<file path="src/msr_pkg.sv">
// ----------------------------------------------------------------------------
// msr_pkg: shared definitions of the multi-axis stepper ramp
// Widths, reset values, action and register codes, and the command and
// status bundles between the controller and the datapath.
// ----------------------------------------------------------------------------
package msr_pkg;

   localparam int AXES          = 3;
   localparam int AXIS_W        = (AXES > 1) ? $clog2(AXES) : 1;
   localparam int NUM_LIMITS    = 3;
   localparam int SLEEP_HOLD_MS = 10;

   localparam int POS_W   = 18;
   localparam int LIMIT_W = 17;
   localparam int CFG_W   = 17;
   localparam int CFG_IDX_W = 3;

   // Register indexes of the configuration port.
   localparam logic [CFG_IDX_W-1:0] CFG_INIT_DELAY = 3'd0;
   localparam logic [CFG_IDX_W-1:0] CFG_MIN_DELAY  = 3'd1;
   localparam logic [CFG_IDX_W-1:0] CFG_RAMP_MS    = 3'd2;
   localparam logic [CFG_IDX_W-1:0] CFG_ACCEL      = 3'd3;
   localparam logic [CFG_IDX_W-1:0] CFG_DECEL      = 3'd4;
   localparam logic [CFG_IDX_W-1:0] CFG_LIMIT0     = 3'd5;
   localparam logic [CFG_IDX_W-1:0] CFG_LIMIT1     = 3'd6;
   localparam logic [CFG_IDX_W-1:0] CFG_LIMIT2     = 3'd7;

   // Reset values of the registers.
   localparam logic [15:0] INIT_DELAY_RST = 16'd2000;
   localparam logic [14:0] INIT_DIV3_RST  = 15'd666;
   localparam logic [15:0] MIN_DELAY_RST  = 16'd200;
   localparam logic [7:0]  RAMP_MS_RST    = 8'd10;
   localparam logic [15:0] ACCEL_RST      = 16'd62415;
   localparam logic [16:0] DECEL_RST      = 17'd69641;
   localparam logic [16:0] LIMIT0_RST     = 17'd60000;
   localparam logic [16:0] LIMIT1_RST     = 17'd60000;
   localparam logic [16:0] LIMIT2_RST     = 17'd40000;

   // Division by three of a 16-bit value: (x * RECIP3) >> 17.
   localparam logic [16:0] RECIP3   = 17'd43691;
   localparam logic [9:0]  MS_TO_US = 10'd1000;

   typedef enum logic [1:0] {
      ACT_TICK  = 2'd0,
      ACT_WAKE  = 2'd1,
      ACT_SLEEP = 2'd2,
      ACT_LOAD  = 2'd3
   } action_type;

   typedef struct packed {
      logic              latch;
      logic              pins;
      logic              exec;
      logic              ramp_dist;
      logic              ramp_cmp;
      logic              ramp_apply;
      logic              axis_delay;
      logic              axis_step;
      logic              load_rsp;
      logic [AXIS_W-1:0] axis_sel;
   } cmd_type;

   typedef struct packed {
      action_type action;
      logic       all_asleep;
      logic       rsp_free;
   } status_type;

endpackage

</file>
<file path="src/msr_ctrl.sv">
// ----------------------------------------------------------------------------
// msr_ctrl: transaction sequencer
// Walks one request through pin update or command execution, ramp steps, per-axis steps and the response load.
// ----------------------------------------------------------------------------
module msr_ctrl (
   input  logic                clock,
   input  logic                reset,
   input  logic                req_valid,
   output logic                req_ready,
   input  msr_pkg::status_type status,
   output msr_pkg::cmd_type    cmd
);

   typedef enum logic [2:0] {
      S_IDLE, S_DISPATCH, S_RDIST, S_RCMP, S_RAPPLY, S_ADELAY, S_ASTEP, S_RESP
   } state_type;

   state_type                   state_ff, state_in;
   logic [msr_pkg::AXIS_W-1:0]  axis_ff, axis_in;

   always_comb begin
      state_in     = state_ff;
      axis_in      = axis_ff;
      cmd          = '0;
      cmd.axis_sel = axis_ff;
      case (state_ff)
         S_IDLE: begin
            if (req_valid) begin
               cmd.latch = 1'b1;
               state_in  = S_DISPATCH;
            end
         end
         S_DISPATCH: begin
            if (status.action == msr_pkg::ACT_TICK) begin
               cmd.pins = 1'b1;
               state_in = status.all_asleep ? S_RESP : S_RDIST;
            end else begin
               cmd.exec = 1'b1;
               state_in = S_RESP;
            end
         end
         S_RDIST: begin
            cmd.ramp_dist = 1'b1;
            state_in      = S_RCMP;
         end
         S_RCMP: begin
            cmd.ramp_cmp = 1'b1;
            state_in     = S_RAPPLY;
         end
         S_RAPPLY: begin
            cmd.ramp_apply = 1'b1;
            axis_in        = '0;
            state_in       = S_ADELAY;
         end
         S_ADELAY: begin
            cmd.axis_delay = 1'b1;
            state_in       = S_ASTEP;
         end
         S_ASTEP: begin
            cmd.axis_step = 1'b1;
            if (32'(axis_ff) == msr_pkg::AXES - 1) begin
               state_in = S_RESP;
            end else begin
               axis_in  = axis_ff + 1'b1;
               state_in = S_ADELAY;
            end
         end
         S_RESP: begin
            if (status.rsp_free) begin
               cmd.load_rsp = 1'b1;
               state_in     = S_IDLE;
            end
         end
         default: begin
            state_in = S_IDLE;
         end
      endcase
   end

   assign req_ready = (state_ff == S_IDLE);

   always_ff @(posedge clock) begin
      if (reset) begin
         state_ff <= S_IDLE;
         axis_ff  <= '0;
      end else begin
         state_ff <= state_in;
         axis_ff  <= axis_in;
      end
   end

endmodule

</file>
<file path="config.mk">
export PLATFORM = sky130hd
export DESIGN_NAME = msr_ctrl
export DESIGN_NICKNAME = d
export VERILOG_FILES = /design/src/msr_pkg.sv /design/src/msr_ctrl.sv
export SDC_FILE = /design/constraint.sdc
export NUM_CORES = 1
export LEC_CHECK = 0
export ABC_AREA = 0
export BUFFER_PORTS_ARGS = -buffer_cell sky130_fd_sc_hd__buf_2
export CAP_MARGIN = 10
export CORE_AREA = 5 5 42 44
export DETAILED_ROUTE_END_ITERATION = 7
export DIE_AREA = 0 0 47 49
export PLACE_DENSITY = 0.54
export SETUP_SLACK_MARGIN = 0.05
export SLEW_MARGIN = 10
export SYNTH_ARGS = -nofsm -noshare
export SYNTH_HDL_FRONTEND = slang
export SYNTH_SLANG_ARGS = --single-unit
</file>
<file path="constraint.sdc">
create_clock -name clock -period 1.5 [get_ports clock]
set_clock_uncertainty 0.05 [all_clocks]
set_input_delay 0 -clock clock [delete_from_list [all_inputs] [get_ports clock]]
set_output_delay 0 -clock clock [all_outputs]
set_load 0.05 [all_outputs]
</file>
Word-level counts from Yosys, hierarchy flattened
Index checks and enable logic that the tools add are counted.
W data, S select, Z words.
Operators by class
  add/sub/neg operators: 1
  equality and inequality tests: 11
  muxes and demuxes: 20
  reduce and logical (&&, ||, !) cells: 5
Operators by type and width (number)
  $pmux W3 S8: 1
  $eq A3 B3 Y1 const B: 4
  $mux W3: 4
  $mux W1: 11
  $eq A3 B2 Y1 const B: 2
  $mux W2: 3
  $ne A2 B2 Y1 const B: 3
  $pmux W2 S2: 1
  $reduce_and A2 Y1: 2
  $eq A3 B1 Y1 const B: 1
  $logic_not A3 Y1: 1
  $add A2 B1 Y2 const B: 1
  $eq A2 B2 Y1 const B: 1
  $logic_not A2 Y1: 1
  $reduce_bool A2 Y1: 1
Storage, ports and cells
  flip-flop bits (word level): 5
  input bits: 7
  logic and storage cells: 39

Depth between registers and ports, before layout
Gate-level depths: netlist of the first run.
  depth in word-level cells: 3
  mapped depth: 5
  depth with buffers taken out: 5

Worst setup path after synthesis of the first run
Ideal clock, no wire load.
  path kind: reg-to-output
  start: register state_ff[2]
  end: output cmd[10] in the netlist's numbering
  arrival time: 2.181 ns
  slack: -0.731 ns
  cell stages (with the launch flop): 4
  buffers on the path: 1
  path through: dfxtp_1 > buf_2 > nor3_1 > and2_1
RTL lines
  from (decl): line msr_ctrl.sv:18  | state_type state_ff, state_in;
  from (signal assigned): line msr_ctrl.sv:87  | state_ff <= state_in;
  to (decl): line msr_ctrl.sv:11  | output msr_pkg::cmd_type cmd

==> flow_summary_export.csv, run 1 <==
group,metric,value,unit
outcome,status,"finished clean",
routing,initialDrtViolationCount,14,
synthesis,ys_warn_count,0,
clock_network,cts_buffers,3,
grt,grt_pass1_vias,366,
placement,dp_cells,82,
floorplanning,rows,14,
placement,place.detailed.hpwl,744,µm
grt,grt_max_degree,9,
synthesis,synth_top_family_by_area,"simple AND/OR/NAND/NOR gates",
synthesis,avgSynthCellArea,7.19,µm²
worst_setup_path,cp_cell_sequence,"buf_4 > nor2_1 > nand2_1 > nor2_1 > buf_2",
synthesis,seq_area_frac_synth,29.0,%
timing,post-route-worst-setup-slack,116,ps
finish,utilization,38.8,%
grt,antenna_found_initial,0,
finish,layout-drive-gt1-share,50.7,%
routing,vias_per_cell,4.83,
clock_network,cts_tree,"done",
timing,fin_crit_sh,92.3,%
synthesis,synthAdderAreaFrac,3.62,%
grt,grt_pass1_wl,1.55,mm
power_and_ir_drop,p_per_area,1070,nW/µm²
worst_setup_path,cp_top_family,"buffers and inverters",
worst_setup_path,startpoint_type,"register",
synthesis,synth_cells,48,
placement,dpl_worst_slack,122,ps
timing,setup_viol,0,
worst_setup_path,crit_type,"register to primary output",
routing,postRouteAntennaNets,0,
clock_network,cts-root-buf,"clkbuf_4",
timing,worst_pin_slew,249,ps
worst_setup_path,cp_slowest_cell,"dfxtp_1",
synthesis,yosys.area_share.simple,39.1,%
synthesis,synthMuxAreaShare,0,%
floorplanning,ios,19,
flow_run,maxCapViolations,0,
floorplanning,core,1400,µm²
worst_setup_path,cp.arrival,1330,ps
timing,holdWs,31.7,ps
placement,placed_area,493,µm²
timing,rsz0062_at_grt,"true",
floorplanning,die_area,2300,µm²
worst_hold_path,hp-class,"input port to register",
finish,finalInstanceArea,543,µm²
clock_network,clkTransAtPathRegs,40,ps
routing,drt_first_pass_iters,4,
worst_setup_path,rrSetupSlack,130,ps
worst_setup_path,critPathRequiredTime,1450,ps
placement,portBuffers,18,
finish,diodes,0,
clock_network,cts_sinks,5,
worst_setup_path,end_kind,"primary output",
clock_network,ctsLongestPathBuffers,2,
synthesis,synthXorXnorAreaFrac,0,%
timing,hold_viol,0,
synthesis,synthesis.area,345,µm²
worst_setup_path,path_max_fanout,8,
routing,drc,0,
finish,final_cells,87,
timing,slew_headroom,83.4,%
synthesis,ys_ff_latch,5,
power_and_ir_drop,ir_worst_vdd,0.000392,V
timing,drv_slew,0,
synthesis,synth_compound_area_share,17.0,%
placement,gp_congestion,0.707,
grt,track_usage,9.52,%
floorplanning,die_y,49,µm
floorplanning,dieWidth,47,µm
grt,overflow,0,
worst_setup_path,critPathBufInv,2,
routing,vias,420,
synthesis,ys_types,21,
timing,fmax,723,MHz
routing,drt-total-wl,908,µm
finish,layout.nets,80,
power_and_ir_drop,leakage,0.240,nW
floorplanning,start_util,24.6,%
routing,post_drt_wl_per_cell,10.4,µm
synthesis,synth_nets,56,
finish,syn2layout_area_growth,57.2,%
clock_network,clkLatencyLatePin,250,ps
worst_setup_path,cpMostUsedCell,"nor2_1",
worst_setup_path,critPathMaxStageDelay,320,ps
clock_network,htree_num_levels,1,
timing,final.min_clock_period,1380,ps
per-layer routing:
metal,track usage (%),part of all wire (%)
met1,13.0,45
met2,10.9,40
met3,2.58,11
met4,9.68,3.7
met5,0,0
cell families after synthesis:
family / Yosys count
compound gates: 9
fa+ha+maj: 1
buf+inv: 7
flops: 5
simple gates: 26
Yosys cell counts:
master / n / area, µm²
nor3_1: 4 / 20.0
a21o_1: 1 / 7.51
dfxtp_1: 5 / 100
nor2_1: 7 / 26.3
a31oi_1: 3 / 18.8
o21ai_0: 1 / 5.00
buf_2: 2 / 10.0
nand2_1: 6 / 22.5
inv_4: 1 / 6.26
inv_1: 3 / 11.3
nor2b_1: 1 / 6.26
buf_6: 1 / 11.3
ha_1: 1 / 12.5
o31ai_1: 1 / 7.51
nor3b_1: 1 / 7.51
nand3_1: 2 / 10.0
or4_1: 3 / 22.5
a211o_2: 1 / 10.0
a21oi_1: 2 / 10.0
and2_1: 1 / 6.26
nand2b_4: 1 / 13.8
through the flow:
step	TNS (ps)	total power (W)
detailed placement	0	0.000414
finish	0	0.000579
floorplan	-14.6	0.000359
CTS	0	0.000583
global route	0	0.000614
global placement	0	0.000414
worst min-delay path, stage by stage:
cell	delay (ps)
buf_2	90
nor2b_1	50
nand2_1	60
a31oi_1	80
cell usage in the layout, fill, tap and decap left out, types with 2 or more instances in the layout:
master / synthesis / routed
a21oi_1: 2 / 2
a31oi_1: 3 / 3
buf_2: 2 / 15
buf_4: 0 / 3
clkbuf_4: 0 / 5
dfxtp_1: 5 / 3
dfxtp_4: 0 / 2
inv_1: 3 / 2
nand2_1: 6 / 6
nand3_1: 2 / 2
nor2_1: 7 / 6
nor3_2: 0 / 2
or4_1: 3 / 3
power by group:
group	leakage (nW)	switching, W	internal (W)
logic	0.182	0.000175	0.0000853
clock network	0.0150	0.0000592	0.000101
registers	0.0426	0.0000169	0.000142
total	0.240	0.000251	0.000328
flip-flops by register name (all words and copies together), names as in the netlist:
register / count
state_ff: 3
axis_ff: 2
worst paths after layout:
path,start,to,cells past startpoint
worst max-delay path,state_ff[2]$_SDFFE_PP0P_,cmd[8],5
worst min register to register,axis_ff[0]$_SDFFE_PP0P_,axis_ff[0]$_SDFFE_PP0P_,2
worst max register to register,axis_ff[0]$_SDFFE_PP0P_,axis_ff[1]$_SDFFE_PP0P_,4
worst min-delay path,status[0],state_ff[0]$_SDFFE_PP0P_,4
timing repair:
| item | 4_1_cts | 5_1_grt |
|---|---|---|
| endpoints found under the hold margin | 2 | 0 |
| hold buffers | 1 | 0 |
| gates cloned | 0 | 0 |
| gates resized for setup | 1 | 4 |
| pin swaps | 0 | 0 |
| endpoints found under the setup margin | 1 | 5 |
| setup buffers | 0 | 0 |
layout make-up:
cell class | instances | area [µm²]
inverters | 4 | 17.5
well taps | 16 | 20.0
repair buffers | 22 | 134
fillers | 154 | 858
multi-input cells | 36 | 238
clock buffers | 4 | 26.3
flip-flops and latches | 5 | 108
Note: power is estimated with default switching activity, not from simulation.
==> run 2, diff against run 1 <==
--- a/config.mk
+++ b/config.mk
@@ -8,10 +8,12 @@
 export ABC_AREA = 0
 export BUFFER_PORTS_ARGS = -buffer_cell sky130_fd_sc_hd__buf_2
 export CAP_MARGIN = 10
-export CORE_AREA = 5 5 42 44
+export CELL_PAD_IN_SITES_DETAIL_PLACEMENT = 1
+export CELL_PAD_IN_SITES_GLOBAL_PLACEMENT = 1
+export CORE_MARGIN = 5
+export CORE_UTILIZATION = 26
 export DETAILED_ROUTE_END_ITERATION = 7
-export DIE_AREA = 0 0 47 49
-export PLACE_DENSITY = 0.54
+export PLACE_DENSITY = 0.74
 export SETUP_SLACK_MARGIN = 0.05
 export SLEW_MARGIN = 10
 export SYNTH_ARGS = -nofsm -noshare
==> flow_summary_export.csv, run 2 (synthesis gave the netlist of run 1 again) <==
group,metric,value,unit
placement,dpl_worst_slack,104,ps
timing,final.min_clock_period,1400,ps
grt,grt_pass1_wl,1.75,mm
timing,drv_slew,0,
timing,fmax,714,MHz
finish,mostFrequentLayoutCells,"buf_2, nor2_1, nand2_1, clkbuf_4, buf_4",
worst_setup_path,startpoint_type,"register",
clock_network,htree_num_levels,1,
clock_network,clkTransAtPathRegs,50,ps
routing,vias,430,
power_and_ir_drop,p_per_area,1070,nW/µm²
timing,setup_viol,0,
flow_run,maxCapViolations,0,
worst_setup_path,end_kind,"primary output",
placement,placed_area,499,µm²
worst_setup_path,crit_type,"register to primary output",
timing,fin_crit_sh,93.4,%
grt,grt_max_degree,9,
timing,slew_headroom,82.9,%
placement,portBuffers,18,
finish,finalInstanceArea,551,µm²
floorplanning,core,1280,µm²
timing,holdWs,55.5,ps
grt,overflow,0,
worst_setup_path,cp_slowest_cell,"dfxtp_1",
grt,track_usage,11.9,%
routing,drt_first_pass_iters,1,
timing,rsz0062_at_grt,"true",
finish,layout-drive-gt1-share,52.1,%
grt,antenna_found_initial,0,
routing,drt-total-wl,1.08,mm
floorplanning,rows,13,
power_and_ir_drop,leakage,0.249,nW
worst_setup_path,critPathBufInv,2,
power_and_ir_drop,ir_worst_vdd,0.000478,V
outcome,status,"finished clean",
routing,postRouteAntennaNets,0,
routing,drc,0,
clock_network,cts-root-buf,"clkbuf_4",
clock_network,ctsLongestPathBuffers,2,
timing,hold_viol,0,
finish,layout.nets,82,
finish,reg_top3,"state_ff: 3 flops, axis_ff: 2 flops",
worst_setup_path,path_max_fanout,4,
routing,post_drt_wl_per_cell,12.3,µm
worst_setup_path,critPathRequiredTime,1450,ps
routing,initialDrtViolationCount,0,
worst_hold_path,hp-class,"input port to register",
floorplanning,start_util,26.9,%
timing,post-route-worst-setup-slack,98.5,ps
worst_setup_path,cp.arrival,1350,ps
finish,syn2layout_area_growth,59.4,%
finish,largest_reg_flops,3,
clock_network,clkLatencyLatePin,250,ps
worst_setup_path,rr_worst_depth,4,
finish,regMostFlops,"state_ff",
clock_network,cts_tree,"done",
finish,final_common_cell,"buf_2",
timing,fin_tns_setup,0,ps
worst_setup_path,cp_top_family,"buffers and inverters",
worst_setup_path,critPathMaxStageDelay,350,ps
placement,gp_congestion,0.672,
floorplanning,ios,19,
placement,place.detailed.hpwl,836,µm
floorplanning,die_y,46.4,µm
clock_network,cts_buffers,3,
worst_setup_path,crit_cells,4,
grt,grt_pass1_vias,452,
finish,diodes,0,
clock_network,cts_sinks,5,
worst_setup_path,cp_cell_sequence,"buf_4 > nor3_4 > and2_1 > buf_2",
power_and_ir_drop,total_power,0.000587,W
floorplanning,dieWidth,46.4,µm
routing,vias_per_cell,4.89,
floorplanning,die_area,2160,µm²
timing,worst_pin_slew,254,ps
worst_hold_path,hold_depth,4,
run 2: cell types whose count changed in the layout (fill, tap and decap cells not counted), sizes merged:
cell | before | now
buf | 19 | 21
run 2: final cells by class:
type	count	area, µm²
clock buffers	4	26.3
fillers	174	734
inverters	4	17.5
multi-input cells	36	238
flip-flops and latches	5	108
well taps	15	18.8
repair buffers	24	143
run 2: timing repair:
item	CTS	global route
hold endpoints to repair	2	0
buffers inserted	0	1
endpoints found under the setup margin	0	4
hold buffers	1	0
resized for setup	0	3
run 2: worst register-to-register path, stage by stage (launching register included):
cell     delay, ps
dfxtp_4        340
inv_2           30
ha_2           200
or4_1          500
a31oi_1        170
run 2: report_power, final:
| group | total, W | internal [W] | switching, W | leakage, nW |
|---|---|---|---|---|
| registers | 0.000156 | 0.000142 | 0.0000140 | 0.0426 |
| clock network | 0.000161 | 0.000101 | 0.0000596 | 0.0150 |
| logic | 0.000271 | 0.0000871 | 0.000184 | 0.192 |
| total | 0.000587 | 0.000330 | 0.000257 | 0.249 |
run 2: per-layer routing:
| layer | track usage (%) | part of all wire [%] | routed length [µm] | up-vias |
|---|---|---|---|---|
| met2 | 19.0 | 48 | 518 | 12 |
| met3 | 1.95 | 3.9 | 42 | 2 |
| met4 | 11.9 | 1.8 | 19 | 0 |
| met5 | 0 | 0 | 0 | - |
| li1 | - | - | - | 216 |
| met1 | 12.7 | 46 | 503 | 200 |
run 2: stage by stage:
step | utilization (%) | cells
floorplan | - | 48
global placement | 38.9 | 82
detailed placement | 38.9 | 82
CTS | 41.7 | 87
global route | 42.8 | 88
finish | 42.8 | 88
run 2: worst paths after layout:
kind / startpoint / to / slack [ps]
worst max-delay path: state_ff[1]$_SDFFE_PP0P_ / cmd[10] / 100
worst min-delay path: status[0] / state_ff[0]$_SDFFE_PP0P_ / 60
worst max register to register: axis_ff[0]$_SDFFE_PP0P_ / axis_ff[1]$_SDFFE_PP0P_ / 130
worst min register to register: axis_ff[1]$_SDFFE_PP0P_ / axis_ff[1]$_SDFFE_PP0P_ / 460
